**src/rtl/bb_pkg.sv**
```systemverilog
// ============================================================================
// bb_pkg: shared types and constants for the 3x3 box blur
// Beat layouts, register indexes, lane control and the reciprocal table.
// ============================================================================
`default_nettype none
package bb_pkg;

  localparam int DEF_MAX_WIDTH = 1024;
  localparam int HEIGHT_LIMIT  = 4096;
  localparam int FW_W          = 11;
  localparam int FH_W          = 13;
  localparam int ROW_W         = 12;
  localparam int CFG_IDX_W     = 2;
  localparam int CFG_DATA_W    = 13;
  localparam int PIX_W         = 24;

  localparam logic [FW_W-1:0] FRAME_WIDTH_RESET  = 11'd640;
  localparam logic [FH_W-1:0] FRAME_HEIGHT_RESET = 13'd480;

  localparam logic [CFG_IDX_W-1:0] REG_FRAME_WIDTH  = 2'd0;
  localparam logic [CFG_IDX_W-1:0] REG_FRAME_HEIGHT = 2'd1;

  localparam logic ACT_PIXEL = 1'b0;
  localparam logic ACT_DRAIN = 1'b1;

  typedef struct packed {
    logic       action;
    logic [7:0] in_red;
    logic [7:0] in_green;
    logic [7:0] in_blue;
  } in_beat_t;

  typedef struct packed {
    logic [7:0] out_red;
    logic [7:0] out_green;
    logic [7:0] out_blue;
    logic       frame_end;
  } out_beat_t;

  typedef struct packed {
    logic sum_en;
    logic mul_en;
    logic fix_en;
  } lane_ctrl_t;

  // floor(65536 / (2*count)), indexed by count (entry zero is unused)
  localparam logic [15:0] RECIP [10] = '{
    16'd0, 16'd32768, 16'd16384, 16'd10922, 16'd8192,
    16'd6553, 16'd5461, 16'd4681, 16'd4096, 16'd3640
  };

endpackage
`default_nettype wire

```
**src/rtl/bb_merge.sv**
```systemverilog
// ============================================================================
// bb_merge: output register
// Combine the three lane results and the frame marker into one held beat.
// ============================================================================
`default_nettype none
module bb_merge
  import bb_pkg::*;
(
  input  wire logic       clk,
  input  wire logic       rst,
  input  wire logic       load,
  input  wire logic [7:0] red,
  input  wire logic [7:0] green,
  input  wire logic [7:0] blue,
  input  wire logic       last,
  output logic            can_load,
  output logic            out_valid,
  input  wire logic       out_ready,
  output out_beat_t       out_data
);

  assign can_load = !out_valid || out_ready;

  always_ff @(posedge clk) begin
    if (rst) begin
      out_valid <= 1'b0;
    end else if (load && can_load) begin
      out_valid <= 1'b1;
    end else if (out_ready) begin
      out_valid <= 1'b0;
    end
  end

  always_ff @(posedge clk) begin
    if (load && can_load) begin
      out_data <= '{out_red: red, out_green: green, out_blue: blue, frame_end: last};
    end
  end

endmodule
`default_nettype wire

```
**config.mk**
```make
export PLATFORM = sky130hd
export DESIGN_NAME = bb_merge
export DESIGN_NICKNAME = d
export VERILOG_FILES = /design/src/rtl/bb_pkg.sv /design/src/rtl/bb_merge.sv
export SDC_FILE = /design/constraint.sdc
export NUM_CORES = 1
export LEC_CHECK = 0
export ABC_CLOCK_PERIOD_IN_PS = 1790
export BUFFER_PORTS_ARGS = -buffer_cell sky130_fd_sc_hd__clkbuf_2
export CAP_MARGIN = 20
export CELL_PAD_IN_SITES_DETAIL_PLACEMENT = 0
export CELL_PAD_IN_SITES_GLOBAL_PLACEMENT = 1
export CORE_AREA = 2 2 53 55
export DETAILED_ROUTE_END_ITERATION = 6
export DIE_AREA = 0 0 55 57
export PLACE_DENSITY = 0.84
export SYNTH_ARGS = -nofsm -noshare
export SYNTH_HDL_FRONTEND = slang
export SYNTH_SLANG_ARGS = --single-unit
```
**constraint.sdc**
```tcl
create_clock -name clk -period 1.79 [get_ports clk]
set_input_delay 0.358 -clock clk [delete_from_list [all_inputs] [get_ports clk]]
set_output_delay 0.358 -clock clk [all_outputs]
set_load 0.01 [all_outputs]
```
---- Word-level counts from Yosys, hierarchy flattened ----
Index checks and enable logic that the tools add are counted.
Widths: inputs -> output; s select.
storage, ports and cells
  register bits ........................... 26
  input port bits ......................... 29
  output and inout port bits .............. 27
  word-level logic and storage cells ...... 11
cells by class
  mux-type cells .......................... 2
  reductions and logical operators ........ 4
operator list
  cell               number
  $mux 1             2
  $reduce_bool 2->1  1
  $logic_and 1x1->1  1
  $logic_not 1->1    1
  $logic_or 1x1->1   1

---- Longest topological paths before layout ----
  word-level depth ........................ 4
  depth in mapped cells ................... 2
  depth with buffers taken out ............ 2

---- Worst setup path after synthesis ----
Ideal clock, no wire load.
  path kind ............................... input port to flip-flop
  start ................................... in out_ready
  end ..................................... reg out_data[0] (netlist bit), enable pin
  data arrival time ....................... 0.786 ns
  path slack .............................. 0.677 ns
  cell stages on the path ................. 2
  path buffers ............................ 0
  path through ............................ nand2b_4 -> and2_4
on the way
  cells in the longest elaborated chain, start to end .. 2
RTL lines
  element               RTL line        text
  start, declared       bb_merge.sv:18  input wire logic out_ready,
  $logic_or 1x1->1      bb_merge.sv:22  assign can_load = !out_valid || out_ready;
  $logic_and 1x1->1     bb_merge.sv:35  if (load && can_load) begin
  end signal, assigned  bb_merge.sv:36  out_data <= '{out_red: red, out_green: green, out_blue: blue, frame_end: last};
  end, declared         bb_merge.sv:19  output out_beat_t out_data
No other way between the ends.
A chain may end at the register's enable or synchronous reset.

---- Final worst setup path ----
  start ................................... reg out_valid
  end ..................................... out can_load
on the way
  cells in the longest elaborated chain, start to end .. 2
RTL lines
  element                 RTL line        text
  start, declared         bb_merge.sv:17  output logic out_valid,
  start signal, assigned  bb_merge.sv:26  out_valid <= 1'b0;
  start signal, assigned  bb_merge.sv:28  out_valid <= 1'b1;
  start signal, assigned  bb_merge.sv:30  out_valid <= 1'b0;
  $logic_not 1->1         bb_merge.sv:22
  $logic_or 1x1->1        bb_merge.sv:22
  end, declared           bb_merge.sv:16  output logic can_load,
No other way between the ends.

==> reports/results.ini <==
[status]
status = completed

[sta]
worstMarginPinSlew_ps = 314.7
hold_viol_final = 0
setup_viol = 0
fin_crit_ps = 1245
finalSetupTns_ps = 0
slew-limit-headroom_pct = 79.02
maxSlewViolCount = 0
max_freq_mhz = 803.1
rsz0062_at_grt = false
fin_crit_sh_pct = 69.56
skew_ps = 5.617

[global_route]
antenna_found_initial = 0
grt-ovfl-total = 0
grt_pass1_vias = 488
grt_max_degree = 26
busiest_layer = met2
gr-usage-met2_pct = 13.27
grt_usage_pct = 9.572
grt_pass1_wl_um = 2056
grtUsageMet3_pct = 5.497
met1_usage_pct = 12.16

[die]
rows = 19
die_area_mm2 = 0.003135
initial_core_util_pct = 30.81
die_h_um = 57
die_w_um = 55
coreArea_mm2 = 0.002615
ios = 56

[detailed_routing]
drc_errors = 0
vias_per_cell = 4.167
vias = 500
final_antenna_net_count = 0
wl_um = 1369
drt-initial-drc-count = 3
wire_per_inst_um = 11.41
dr.pass1.iters = 4

[power]
peakVddDrop_uv = 541.2
p_leak_nw = 0.5125
power_density_mw_per_mm2 = 915.6

[logic_synthesis]
avgSynthCellArea_um2 = 26.86
synthTopCellsByArea = edfxtp_1 93%, dfxtp_1 2.5%, nand2b_4 1.7%
synth_area_leader_cell = edfxtp_1
yosysTopAreaCellShare_pct = 93.17
postSynthCellCount = 30
yosysWarningCount = 0
ys_seq_area_share_pct = 95.65
synth_seq_cells = 26
ys_types = 6
syn_area_um2 = 805.8
synth.net_count = 59

[setup_path]
reg2reg_depth = 2
critPathCaptureType = output port
critical_path_required_ps = 1430
slowest_stage = dfxtp_1
cpLargestDelayFamily = flip-flops
worstReg2RegStart = out_valid
arrival_ps = 890
cp.depth = 2
critical_path_buf_inv_count = 1
critPathKind = reg2out
cpPeakStageDelay_ps = 400
path_cells = nand2b_4 -> clkbuf_2
r2r_slack_ps = 690
worstPathMaxFanout = 3
r2r_end = out_data[14]
start_kind = register

[layout]
drive_gt1_share_pct = 68.54
seq_area_um2 = 770.7
n_fill_cell = 266
num_antenna_cells = 0
multi_input_area_um2 = 31.28
final_cell_count_no_fill = 120
final_area_mm2 = 0.001146
area_growth_pct = 42.24
nets = 119

[worst_hold_path]
hp-start = rst
min_path_cells = 2
hold_class = in2reg
holdPathEnd = out_valid

[cts]
ctsHoldBuffers = 0
clkSinkCount = 26
cts_htree_levels = 1
ctsResizeCount = 0
clockRootBuffer = clkbuf_4
insertion_delay_ps = 300
postCtsSetupBuffers = 0
clockBufferDepth = 2
clk_pin_slew_worst_paths_ps = 110
numCtsBuffers = 3
cts_tree = yes

[placement]
hpwl_um = 1116
gp_congestion = 0.6706
placed_cells = 116
port_buffers = 55
dpl_cell_area_mm2 = 0.001120

[run]
max_cap_viol_count = 0

## sequential cells by signal (all words and copies together), names as in the netlist
| register | cells |
|---|---|
| out_data | 25 |
| out_valid | 1 |
## power by group
group          switching (W)  internal, W
Clock               0.000144    0.0000867
Sequential         0.0000102     0.000708
Combinational      0.0000524    0.0000477
Total               0.000207     0.000842
## per-layer routing
metal | part of all wire, % | vias to the layer above
met1 | 37 | 224
met2 | 46 | 42
met4 | 0 | 0
li1 | - | 234
met3 | 17 | 0
met5 | 0 | -
## cell families after synthesis
family | after synthesis | synth area share [%]
buffers and inverters | 1 | 0.4654
DFF | 26 | 95.65
AOI/OAI and AO/OA | 1 | 1.087
and+or+nand+nor | 2 | 2.795
## cells in the final DEF, fill, tap and decap left out
cell type	count
and2_4	1
inv_1	1
edfxtp_1	25
nand2b_4	1
dfxtp_1	1
a21oi_2	1
clkbuf_4	3
clkbuf_2	55
clkbuf_1	1
## how the worst max path moves through the flow
stage	from	end	slack, ps
6_report	out_valid	can_load	540
5_1_grt	out_valid	can_load	470
4_1_cts	out_valid	can_load	520
3_5_place_dp	out_ready	out_data[10]	530
3_3_place_gp	out_ready	out_data[11]	560
2_1_floorplan	out_ready	out_data[0]	680
## per-stage QoR
step / hold WS, ps / util [%] / total power, W / setup WS (ps)
4_1_cts: 185.7 / 43.83 / 0.001071 / 521.4
3_3_place_gp: 483.5 / 42.82 / 0.0008329 / 561.9
2_1_floorplan: 420.4 / - / 0.0007681 / 676.6
3_5_place_dp: 496.2 / 42.82 / 0.0008356 / 528.5
5_1_grt: 164.7 / 43.83 / 0.001120 / 472.1
6_report: 202.1 / 43.83 / 0.001049 / 544.9
## worst reg2reg max path, cell delays in order, from the launching register on
cell and delay, ps:
dfxtp_1 350, nand2b_4 80, and2_4 350
## final cells by class
class / count / area share (%)
well taps: 31 / 3.384
inverters: 1 / 0.3275
multi-input cells: 3 / 2.729
clock buffers: 4 / 2.293
flip-flops and latches: 26 / 67.25
repair buffers: 55 / 24.02
## synth_stat cells, drive strengths merged
| cell type | count |
|---|---|
| a21oi | 1 |
| nand2b | 1 |
| edfxtp | 25 |
| and2 | 1 |
| dfxtp | 1 |
| inv | 1 |
No activity file was read; power rests on OpenSTA's default activity.
