==> config.mk <==
export PLATFORM = sky130hd
export DESIGN_NAME = bb_lane
export DESIGN_NICKNAME = d
export VERILOG_FILES = /design/src/rtl/bb_pkg.sv /design/src/rtl/bb_lane.sv
export SDC_FILE = /design/constraint.sdc
export NUM_CORES = 1
export LEC_CHECK = 0
export ABC_AREA = 1
export BUFFER_PORTS_ARGS = -buffer_cell sky130_fd_sc_hd__buf_2
export CORE_MARGIN = 2
export CORE_UTILIZATION = 64
export DETAILED_ROUTE_END_ITERATION = 10
export PLACE_DENSITY = 0.84
export SLEW_MARGIN = 20
export SYNTH_ARGS = -nofsm -noshare
export SYNTH_HDL_FRONTEND = slang
export SYNTH_SLANG_ARGS = --single-unit
==> constraint.sdc <==
create_clock -name clk -period 29.3 [get_ports clk]
set_input_delay 5.86 -clock clk [delete_from_list [all_inputs] [get_ports clk]]
set_output_delay 5.86 -clock clk [all_outputs]
set_load 0.005 [all_outputs]
==> src/rtl/bb_pkg.sv <==
// ============================================================================
// bb_pkg: shared types and constants for the 3x3 box blur
// Beat layouts, register indexes, lane control and the reciprocal table.
// ============================================================================
`default_nettype none
package bb_pkg;

  localparam int DEF_MAX_WIDTH = 1024;
  localparam int HEIGHT_LIMIT  = 4096;
  localparam int FW_W          = 11;
  localparam int FH_W          = 13;
  localparam int ROW_W         = 12;
  localparam int CFG_IDX_W     = 2;
  localparam int CFG_DATA_W    = 13;
  localparam int PIX_W         = 24;

  localparam logic [FW_W-1:0] FRAME_WIDTH_RESET  = 11'd640;
  localparam logic [FH_W-1:0] FRAME_HEIGHT_RESET = 13'd480;

  localparam logic [CFG_IDX_W-1:0] REG_FRAME_WIDTH  = 2'd0;
  localparam logic [CFG_IDX_W-1:0] REG_FRAME_HEIGHT = 2'd1;

  localparam logic ACT_PIXEL = 1'b0;
  localparam logic ACT_DRAIN = 1'b1;

  typedef struct packed {
    logic       action;
    logic [7:0] in_red;
    logic [7:0] in_green;
    logic [7:0] in_blue;
  } in_beat_t;

  typedef struct packed {
    logic [7:0] out_red;
    logic [7:0] out_green;
    logic [7:0] out_blue;
    logic       frame_end;
  } out_beat_t;

  typedef struct packed {
    logic sum_en;
    logic mul_en;
    logic fix_en;
  } lane_ctrl_t;

  // floor(65536 / (2*count)), indexed by count (entry zero is unused)
  localparam logic [15:0] RECIP [10] = '{
    16'd0, 16'd32768, 16'd16384, 16'd10922, 16'd8192,
    16'd6553, 16'd5461, 16'd4681, 16'd4096, 16'd3640
  };

endpackage
`default_nettype wire

==> src/rtl/bb_lane.sv <==
// ============================================================================
// bb_lane: one color channel of the blur
// Masked sum of the window, then rounded divide by the neighbor count.
// ============================================================================
`default_nettype none
module bb_lane
  import bb_pkg::*;
(
  input  wire logic             clk,
  input  wire lane_ctrl_t       ctrl,
  input  wire logic [8:0][7:0]  px,
  input  wire logic [8:0]       mask,
  input  wire logic [3:0]       count,
  output logic      [7:0]       result
);

  logic [12:0] num;
  logic [4:0]  dvs;
  logic [3:0]  cnt;
  logic [12:0] q_est;
  logic [11:0] sum;
  logic [28:0] prod;
  logic [17:0] back;
  logic [12:0] rem;

  always_comb begin
    sum = '0;
    for (int i = 0; i < 9; i++) begin
      if (mask[i]) begin
        sum = sum + 12'(px[i]);
      end
    end
  end

  assign prod = num * RECIP[cnt];
  assign back = q_est * dvs;
  assign rem  = num - back[12:0];

  always_ff @(posedge clk) begin
    if (ctrl.sum_en) begin
      num <= {sum, 1'b0} + 13'(count);
      dvs <= {count, 1'b0};
      cnt <= count;
    end
    if (ctrl.mul_en) begin
      q_est <= prod[28:16];
    end
    if (ctrl.fix_en) begin
      // estimate is exact or one short
      result <= (rem >= 13'(dvs)) ? 8'(q_est + 13'd1) : q_est[7:0];
    end
  end

endmodule
`default_nettype wire

Word level (Yosys, flattened, before mapping)
Memories as Yosys holds them, arrays and structs flattened.
Cells that the tools add are included.
{ "totals": {"ff_bits": 38, "rom_bits": 256, "in_bits": 89, "output_inout_bits": 8, "wordCells": 33, "n_memories": 1} }
{ "mem_list": {"columns": ["memory", "depth", "word_bits", "rd", "rd_clocked_by_memory_dff", "wr", "line_no", "text"], "rows": [
  ["(name not given)", 16, 16, 1, 0, 0, "bb_lane.sv:35", "assign prod = num * RECIP[cnt];"]
]} }
{ "op_classes": {"add_sub_neg": 11, "multipliers": 2, "magnitude_cmp": 2, "muxes": 12, "n_bitwise": 1} }
{ "ops": {"columns": ["cell", "n"], "rows": [
  ["$add 12x8->12", 8],
  ["$mux 12", 8],
  ["$mux 16", 2],
  ["$mul 13x16->29", 1],
  ["$mux 8", 2],
  ["$add 13x4->13", 1],
  ["$ge 13x5->1", 1],
  ["$mul 13x4->12", 1],
  ["$sub 13x13->13", 1],
  ["$add 8x1->8 const B", 1],
  ["$ge 5x5->1 const B", 1],
  ["$not 4->5", 1]
]} }

Longest topological paths before layout
{ "logic_depth": {"word_depth": 18, "mapped_depth": 67, "ltp_nobuf": 66} }

Worst setup path after synthesis
No wires, ideal clock.
{ "synth_timing": {"kind": "input port to flip-flop", "startpoint": "in mask[0]", "endpoint": "reg num[12] (data pin)", "setup_ps": 252, "arrival_time_ps": 13765, "required_time_ps": 29048, "slack_ps": 15283, "cell_stages": 61, "path_buffers": 1, "path_cell_list": "buf_4 -> nand2_1 -> inv_1 -> ha_1 -> inv_1 -> fa_1 -> inv_1 -> nand2_1 -> nand2_1 -> o22ai_1 -> ha_1 -> a21oi_1 -> nand2_1 -> xnor2_1 -> nand2_1 -> nand2_1 -> inv_1 -> ha_1 -> [25 not listed] -> inv_1 -> o21bai_1 -> nand2_1 -> inv_1 -> or2_2 -> nand2_1 -> a21boi_0 -> ha_1 -> a21oi_1 -> nor2_1 -> nand2_1 -> nand2_1 -> inv_2 -> nand3_1 -> nor2_1 -> nand3_1 -> nand2_1 -> nand2_1"} }
{ "synth_via": {"elab_chain_cells": 18} }
{ "synth_lines": {"columns": ["element", "line_no", "text"], "rows": [
  ["start, declared", "bb_lane.sv:12", "input wire logic [8:0] mask,"],
  ["$mux 8 *", "bb_lane.sv:29", "if (mask[i]) begin"],
  ["$add 12x8->12", "bb_lane.sv:30", "sum = sum + 12'(px[i]);"],
  ["$mux 12 *", "bb_lane.sv:29", null],
  ["$add 12x8->12", "bb_lane.sv:30", null],
  ["$mux 12 *", "bb_lane.sv:29", null],
  ["$add 12x8->12", "bb_lane.sv:30", null],
  ["$mux 12 *", "bb_lane.sv:29", null],
  ["$add 12x8->12", "bb_lane.sv:30", null],
  ["[2 not listed]", null, null],
  ["$mux 12 *", "bb_lane.sv:29", null],
  ["$add 12x8->12", "bb_lane.sv:30", null],
  ["$mux 12 *", "bb_lane.sv:29", null],
  ["$add 12x8->12", "bb_lane.sv:30", null],
  ["$mux 12 *", "bb_lane.sv:29", null],
  ["$add 12x8->12", "bb_lane.sv:30", null],
  ["$mux 12 *", "bb_lane.sv:29", null],
  ["$add 13x4->13 *", "bb_lane.sv:41", "num <= {sum, 1'b0} + 13'(count);"],
  ["end signal, assigned", "bb_lane.sv:41", null],
  ["end, declared", "bb_lane.sv:17", "logic [12:0] num;"]
]} }
Mark *: on every way between the ends. The rest lies on a longest branch, timed or not.
A chain may end at the register's enable or synchronous reset.

Worst setup path after layout
Ends and elaborated chain as after synthesis.

==> summary.txt <==
Timing
  • FMAX: 0.0682 GHz
  • Minimum period implied by the final worst setup slack: 14660 ps
  • Least-Margin Pin Slew: about 870 ps
  • RSZ-0062 raised after global routing: false
  • Accumulated negative setup slack: 0 ps
  • Worst-case headroom to the max-slew limit: 0.419
  • Skew final: 5.37 ps
  • Final setup margin: around 15000 ps
  • Number of endpoints failing setup at the final stage: 0
  • Portion of the clock cycle consumed by the worst path in the final layout: 0.500
  • Final Max Slew Viols: 0
  • Endpoints failing hold: 0

Route
  • Met1 WL: 12100 um
  • Routed wire length on met2: 15500 um
  • Antenna-violating nets left: 0
  • Iteration-0 DRC Markers: 684
  • Wire length on met3: 2070 um
  • Total wirelength of the detailed-routed design: 30700 um
  • Count of unresolved DRC violations after routing: 0
  • Detailed-router iteration count before antenna repair: 5
  • Total via count in the routed design: 11800
  • Number of vias per cell: between 5 and 6
  • Top Layer Used: met4
  • WL/cell: 14.2 um

Layout
  • Post-route core utilization: 0.696
  • Most common cell after layout, fill and taps aside: sky130_fd_sc_hd__nand2_1
  • Most frequent cells in the layout: 442 x sky130_fd_sc_hd__nand2_1, 401 x sky130_fd_sc_hd__inv_1, 179 x sky130_fd_sc_hd__fa_1
  • Layout overhead on the synthesized area: 6.42%
  • Final antenna diode count: 0
  • Share of post-route cells with drive strength above 1: 0.0812
  • Final net count: between 2000 and 2500
  • # fillers: about 1600

Setup path
  • Endpoint required time on the critical path: a little under 30000 ps
  • Most used cell along the critical path: sky130_fd_sc_hd__nand2_1
  • R2R cell count: 31
  • Setup slack on the worst flop-to-flop path: around 21000 ps
  • Maximum cell stage delay along the critical path: 350 ps
  • Critical path capture point type: flop
  • CP startpoint kind: input pin
  • Cell with the biggest individual delay on the critical path: sky130_fd_sc_hd__fa_1
  • RR Startpoint: num[0]
  • Worst Path Class, Setup: in2reg
  • Endpoint arrival time on the critical path: around 15000 ps
  • Max Fanout on Critical Path: 10
  • Worst r2r dst: q_est[11]

Synth
  • Share of synthesized registers carrying an async set or reset: 0
  • Yosys warns: 0
  • Sequential share of the synthesized area: 0.0814
  • Post-synth EDFFs: 36
  • Yosys top cell area share: 0.270
  • Cell area after technology mapping: around 13000 um^2
  • Synthesized instance count: 1827
  • Mapped Nets: ~2300
  • Dominant cell type by area after synthesis: sky130_fd_sc_hd__fa_1
  • Top area cells in the synthesized netlist: sky130_fd_sc_hd__fa_1 27%, sky130_fd_sc_hd__ha_1 16%, sky130_fd_sc_hd__nand2_1 12%, sky130_fd_sc_hd__inv_1 11%, sky130_fd_sc_hd__edfxtp_1 8.1%
  • Post-synthesis cell type count: between 40 and 50
  • Most used DFF post-synth: sky130_fd_sc_hd__edfxtp_1
  • Total of flip-flops plus latches after synthesis: 36
  • Average size of a mapped cell: 7.27 um^2

Power and ir drop
  • Final total power: ~1.7 mW
  • Psw: roughly 0.94 mW
  • Power per standard cell area: approximately 120 nW/um^2
  • Proportion of power drawn by combinational gates: 0.865
  • Cell internal power dissipation: around 0.74 mW
  • Fraction of power consumed by the clock network: 0.036
  • Worst VDD drop: ~0.12 mV
  • Leakage: between 7 and 8 nW
  • Sequential fraction of design power: 0.099
  • Sw Ratio: 0.561

Clock tree
  • Clock insertion delay at the later pin of the skew report: about 280 ps
  • Max Buffers Root-to-Sink: 2
  • Number of buffers added by the clock tree synthesis step: 5
  • Master cell of the clock root buffer: sky130_fd_sc_hd__clkbuf_16
  • Clock sink count: 36
  • Clk pin slew, worst setup/hold paths: around 50 ps
  • Clock H-tree levels: 2
  • Clock tree from TritonCTS: yes
  • CTS-repair resized insts: 0
  • Total of hold buffers inserted after clock tree synthesis: 0
  • Buffer count from post-CTS setup fixing: 0

GRT
  • Antenna violations before repair: 0
  • Global-route wire length before repair: 52900 um
  • Via count of the first global-routing pass: ~12000
  • Largest net degree at the start of global routing: 20
  • Overall track demand over capacity in global routing: 0.292
  • GR Overflow Total: 0

Flow run
  • Max Cap Violations: 0

Floorplan
  • Die X: ~150 um
  • Die Outline Area: about 22000 um^2
  • Initial core utilization: 0.654
  • I/O pin total: 97
  • Core Box Area: approximately 20000 um^2
  • Die Ht: roughly 150 um
  • Rows: between 50 and 60

Status
  • Status: finished clean

Place
  • Number of buffers added on ports: 96
  • Placer Congestion: around 0.93
  • HPWL Detailed: 25400 um
  • Placement-stage worst setup slack: between 10000 and 15000 ps

Hold path
  • Min-delay worst type: reg2reg
  • Worst hold path cell count: 1
  • Hold Crit Endpoint: result[0]
  • Min-Delay Startpoint: q_est[0]
## through the flow
stage / cells / cell area [um^2] / hold WS [ps]
after floorplan: 1827 / 13300 / 673
after global placement: 2158 / 14000 / 762
final: 2166 / 14100 / 793
after CTS: 2166 / 14100 / 798
after detailed placement: 2158 / 14000 / 785
after global routing: 2166 / 14100 / 817
## registers in the layout (all words and copies together) (netlist names)
name	cells
dvs	3
num	13
q_est	12
result	8
## power groups by stage
stage	logic [mW]	clock network, mW	registers, mW
finish	1.45	0.0601	0.167
global route	1.65	0.0629	0.168
CTS	1.45	0.0603	0.164
detailed placement	1.43	0	0.165
global placement	1.37	0	0.164
floorplan	1.12	0	0.128
## logic make-up (layout without fill, tap and decap cells)
logic type / count (synthesis) / after routing / share of synthesized area
buffers and inverters: 447 / 516 / 0.127
adder cells (fa/ha/maj): 345 / 345 / 0.426
XOR/XNOR: 78 / 78 / 0.0520
AO/OA/AOI/OAI: 173 / 173 / 0.0716
AND/OR/NAND/NOR: 746 / 746 / 0.240
multiplexers: 2 / 2 / 0.00160
flip-flops: 36 / 36 / 0.0814
## layer usage
layer / global-route usage / vias up
li1: - / 5734
met1: 0.367 / 5548
met2: 0.528 / 455
met3: 0.0356 / 83
met4: 0.0895 / 0
met5: 0 / -
## worst max-delay path, delay by kind of cell
family	cells	cell delay, ps
xor+xnor	4	490
buf+inv	12	930
fa+ha+maj	9	2640
compound gates	9	1710
simple gates	26	3050
## Yosys cell counts, types with 3 or more instances
| library cell | count |
|---|---|
| sky130_fd_sc_hd__o21ai_0 | 41 |
| sky130_fd_sc_hd__edfxtp_1 | 36 |
| sky130_fd_sc_hd__ha_1 | 166 |
| sky130_fd_sc_hd__o31ai_1 | 3 |
| sky130_fd_sc_hd__inv_1 | 401 |
| sky130_fd_sc_hd__o21bai_1 | 5 |
| sky130_fd_sc_hd__nand2_2 | 16 |
| sky130_fd_sc_hd__a31oi_1 | 8 |
| sky130_fd_sc_hd__or2_2 | 11 |
| sky130_fd_sc_hd__nand2_1 | 442 |
| sky130_fd_sc_hd__xnor2_1 | 32 |
| sky130_fd_sc_hd__xor2_1 | 45 |
| sky130_fd_sc_hd__buf_1 | 6 |
| sky130_fd_sc_hd__and2_1 | 7 |
| sky130_fd_sc_hd__nand2_4 | 7 |
| sky130_fd_sc_hd__clkbuf_1 | 28 |
| sky130_fd_sc_hd__nand3_2 | 3 |
| sky130_fd_sc_hd__nor3_1 | 6 |
| sky130_fd_sc_hd__a211oi_1 | 3 |
| sky130_fd_sc_hd__o21ai_1 | 12 |
| sky130_fd_sc_hd__nand4_1 | 15 |
| sky130_fd_sc_hd__fa_1 | 179 |
| sky130_fd_sc_hd__o211ai_1 | 3 |
| sky130_fd_sc_hd__nand3_1 | 90 |
| sky130_fd_sc_hd__a21oi_1 | 83 |
| sky130_fd_sc_hd__clkinv_1 | 6 |
| sky130_fd_sc_hd__nand3b_1 | 5 |
| sky130_fd_sc_hd__inv_2 | 3 |
| sky130_fd_sc_hd__o21a_1 | 3 |
| sky130_fd_sc_hd__nor2_1 | 137 |
| sky130_fd_sc_hd__a21o_1 | 6 |
## cell type report
| cell class | instances | area (um^2) | share of cell area |
|---|---|---|---|
| inverter | 410 | 1540 | 0.109 |
| clock inverter | 2 | 35.0 | 0.00248 |
| sequential | 36 | 1080 | 0.0765 |
| timing repair buffer | 98 | 495 | 0.0351 |
| clock buffer | 6 | 129 | 0.00912 |
| multi-input combinational | 1344 | 10500 | 0.744 |
| tap | 270 | 338 | 0.0239 |
## how the worst max path moves through the flow
stage	start	endpoint	slack (ps)	cells past startpoint
6_report	mask[0]	num[12]	14640	60
3_3_place_gp	mask[0]	num[12]	14780	56
2_1_floorplan	mask[0]	num[12]	15280	61
4_1_cts	mask[0]	num[12]	14720	60
5_1_grt	mask[0]	num[12]	13790	56
3_5_place_dp	mask[0]	num[12]	14470	60
No activity file was read; power rests on OpenSTA's default activity.
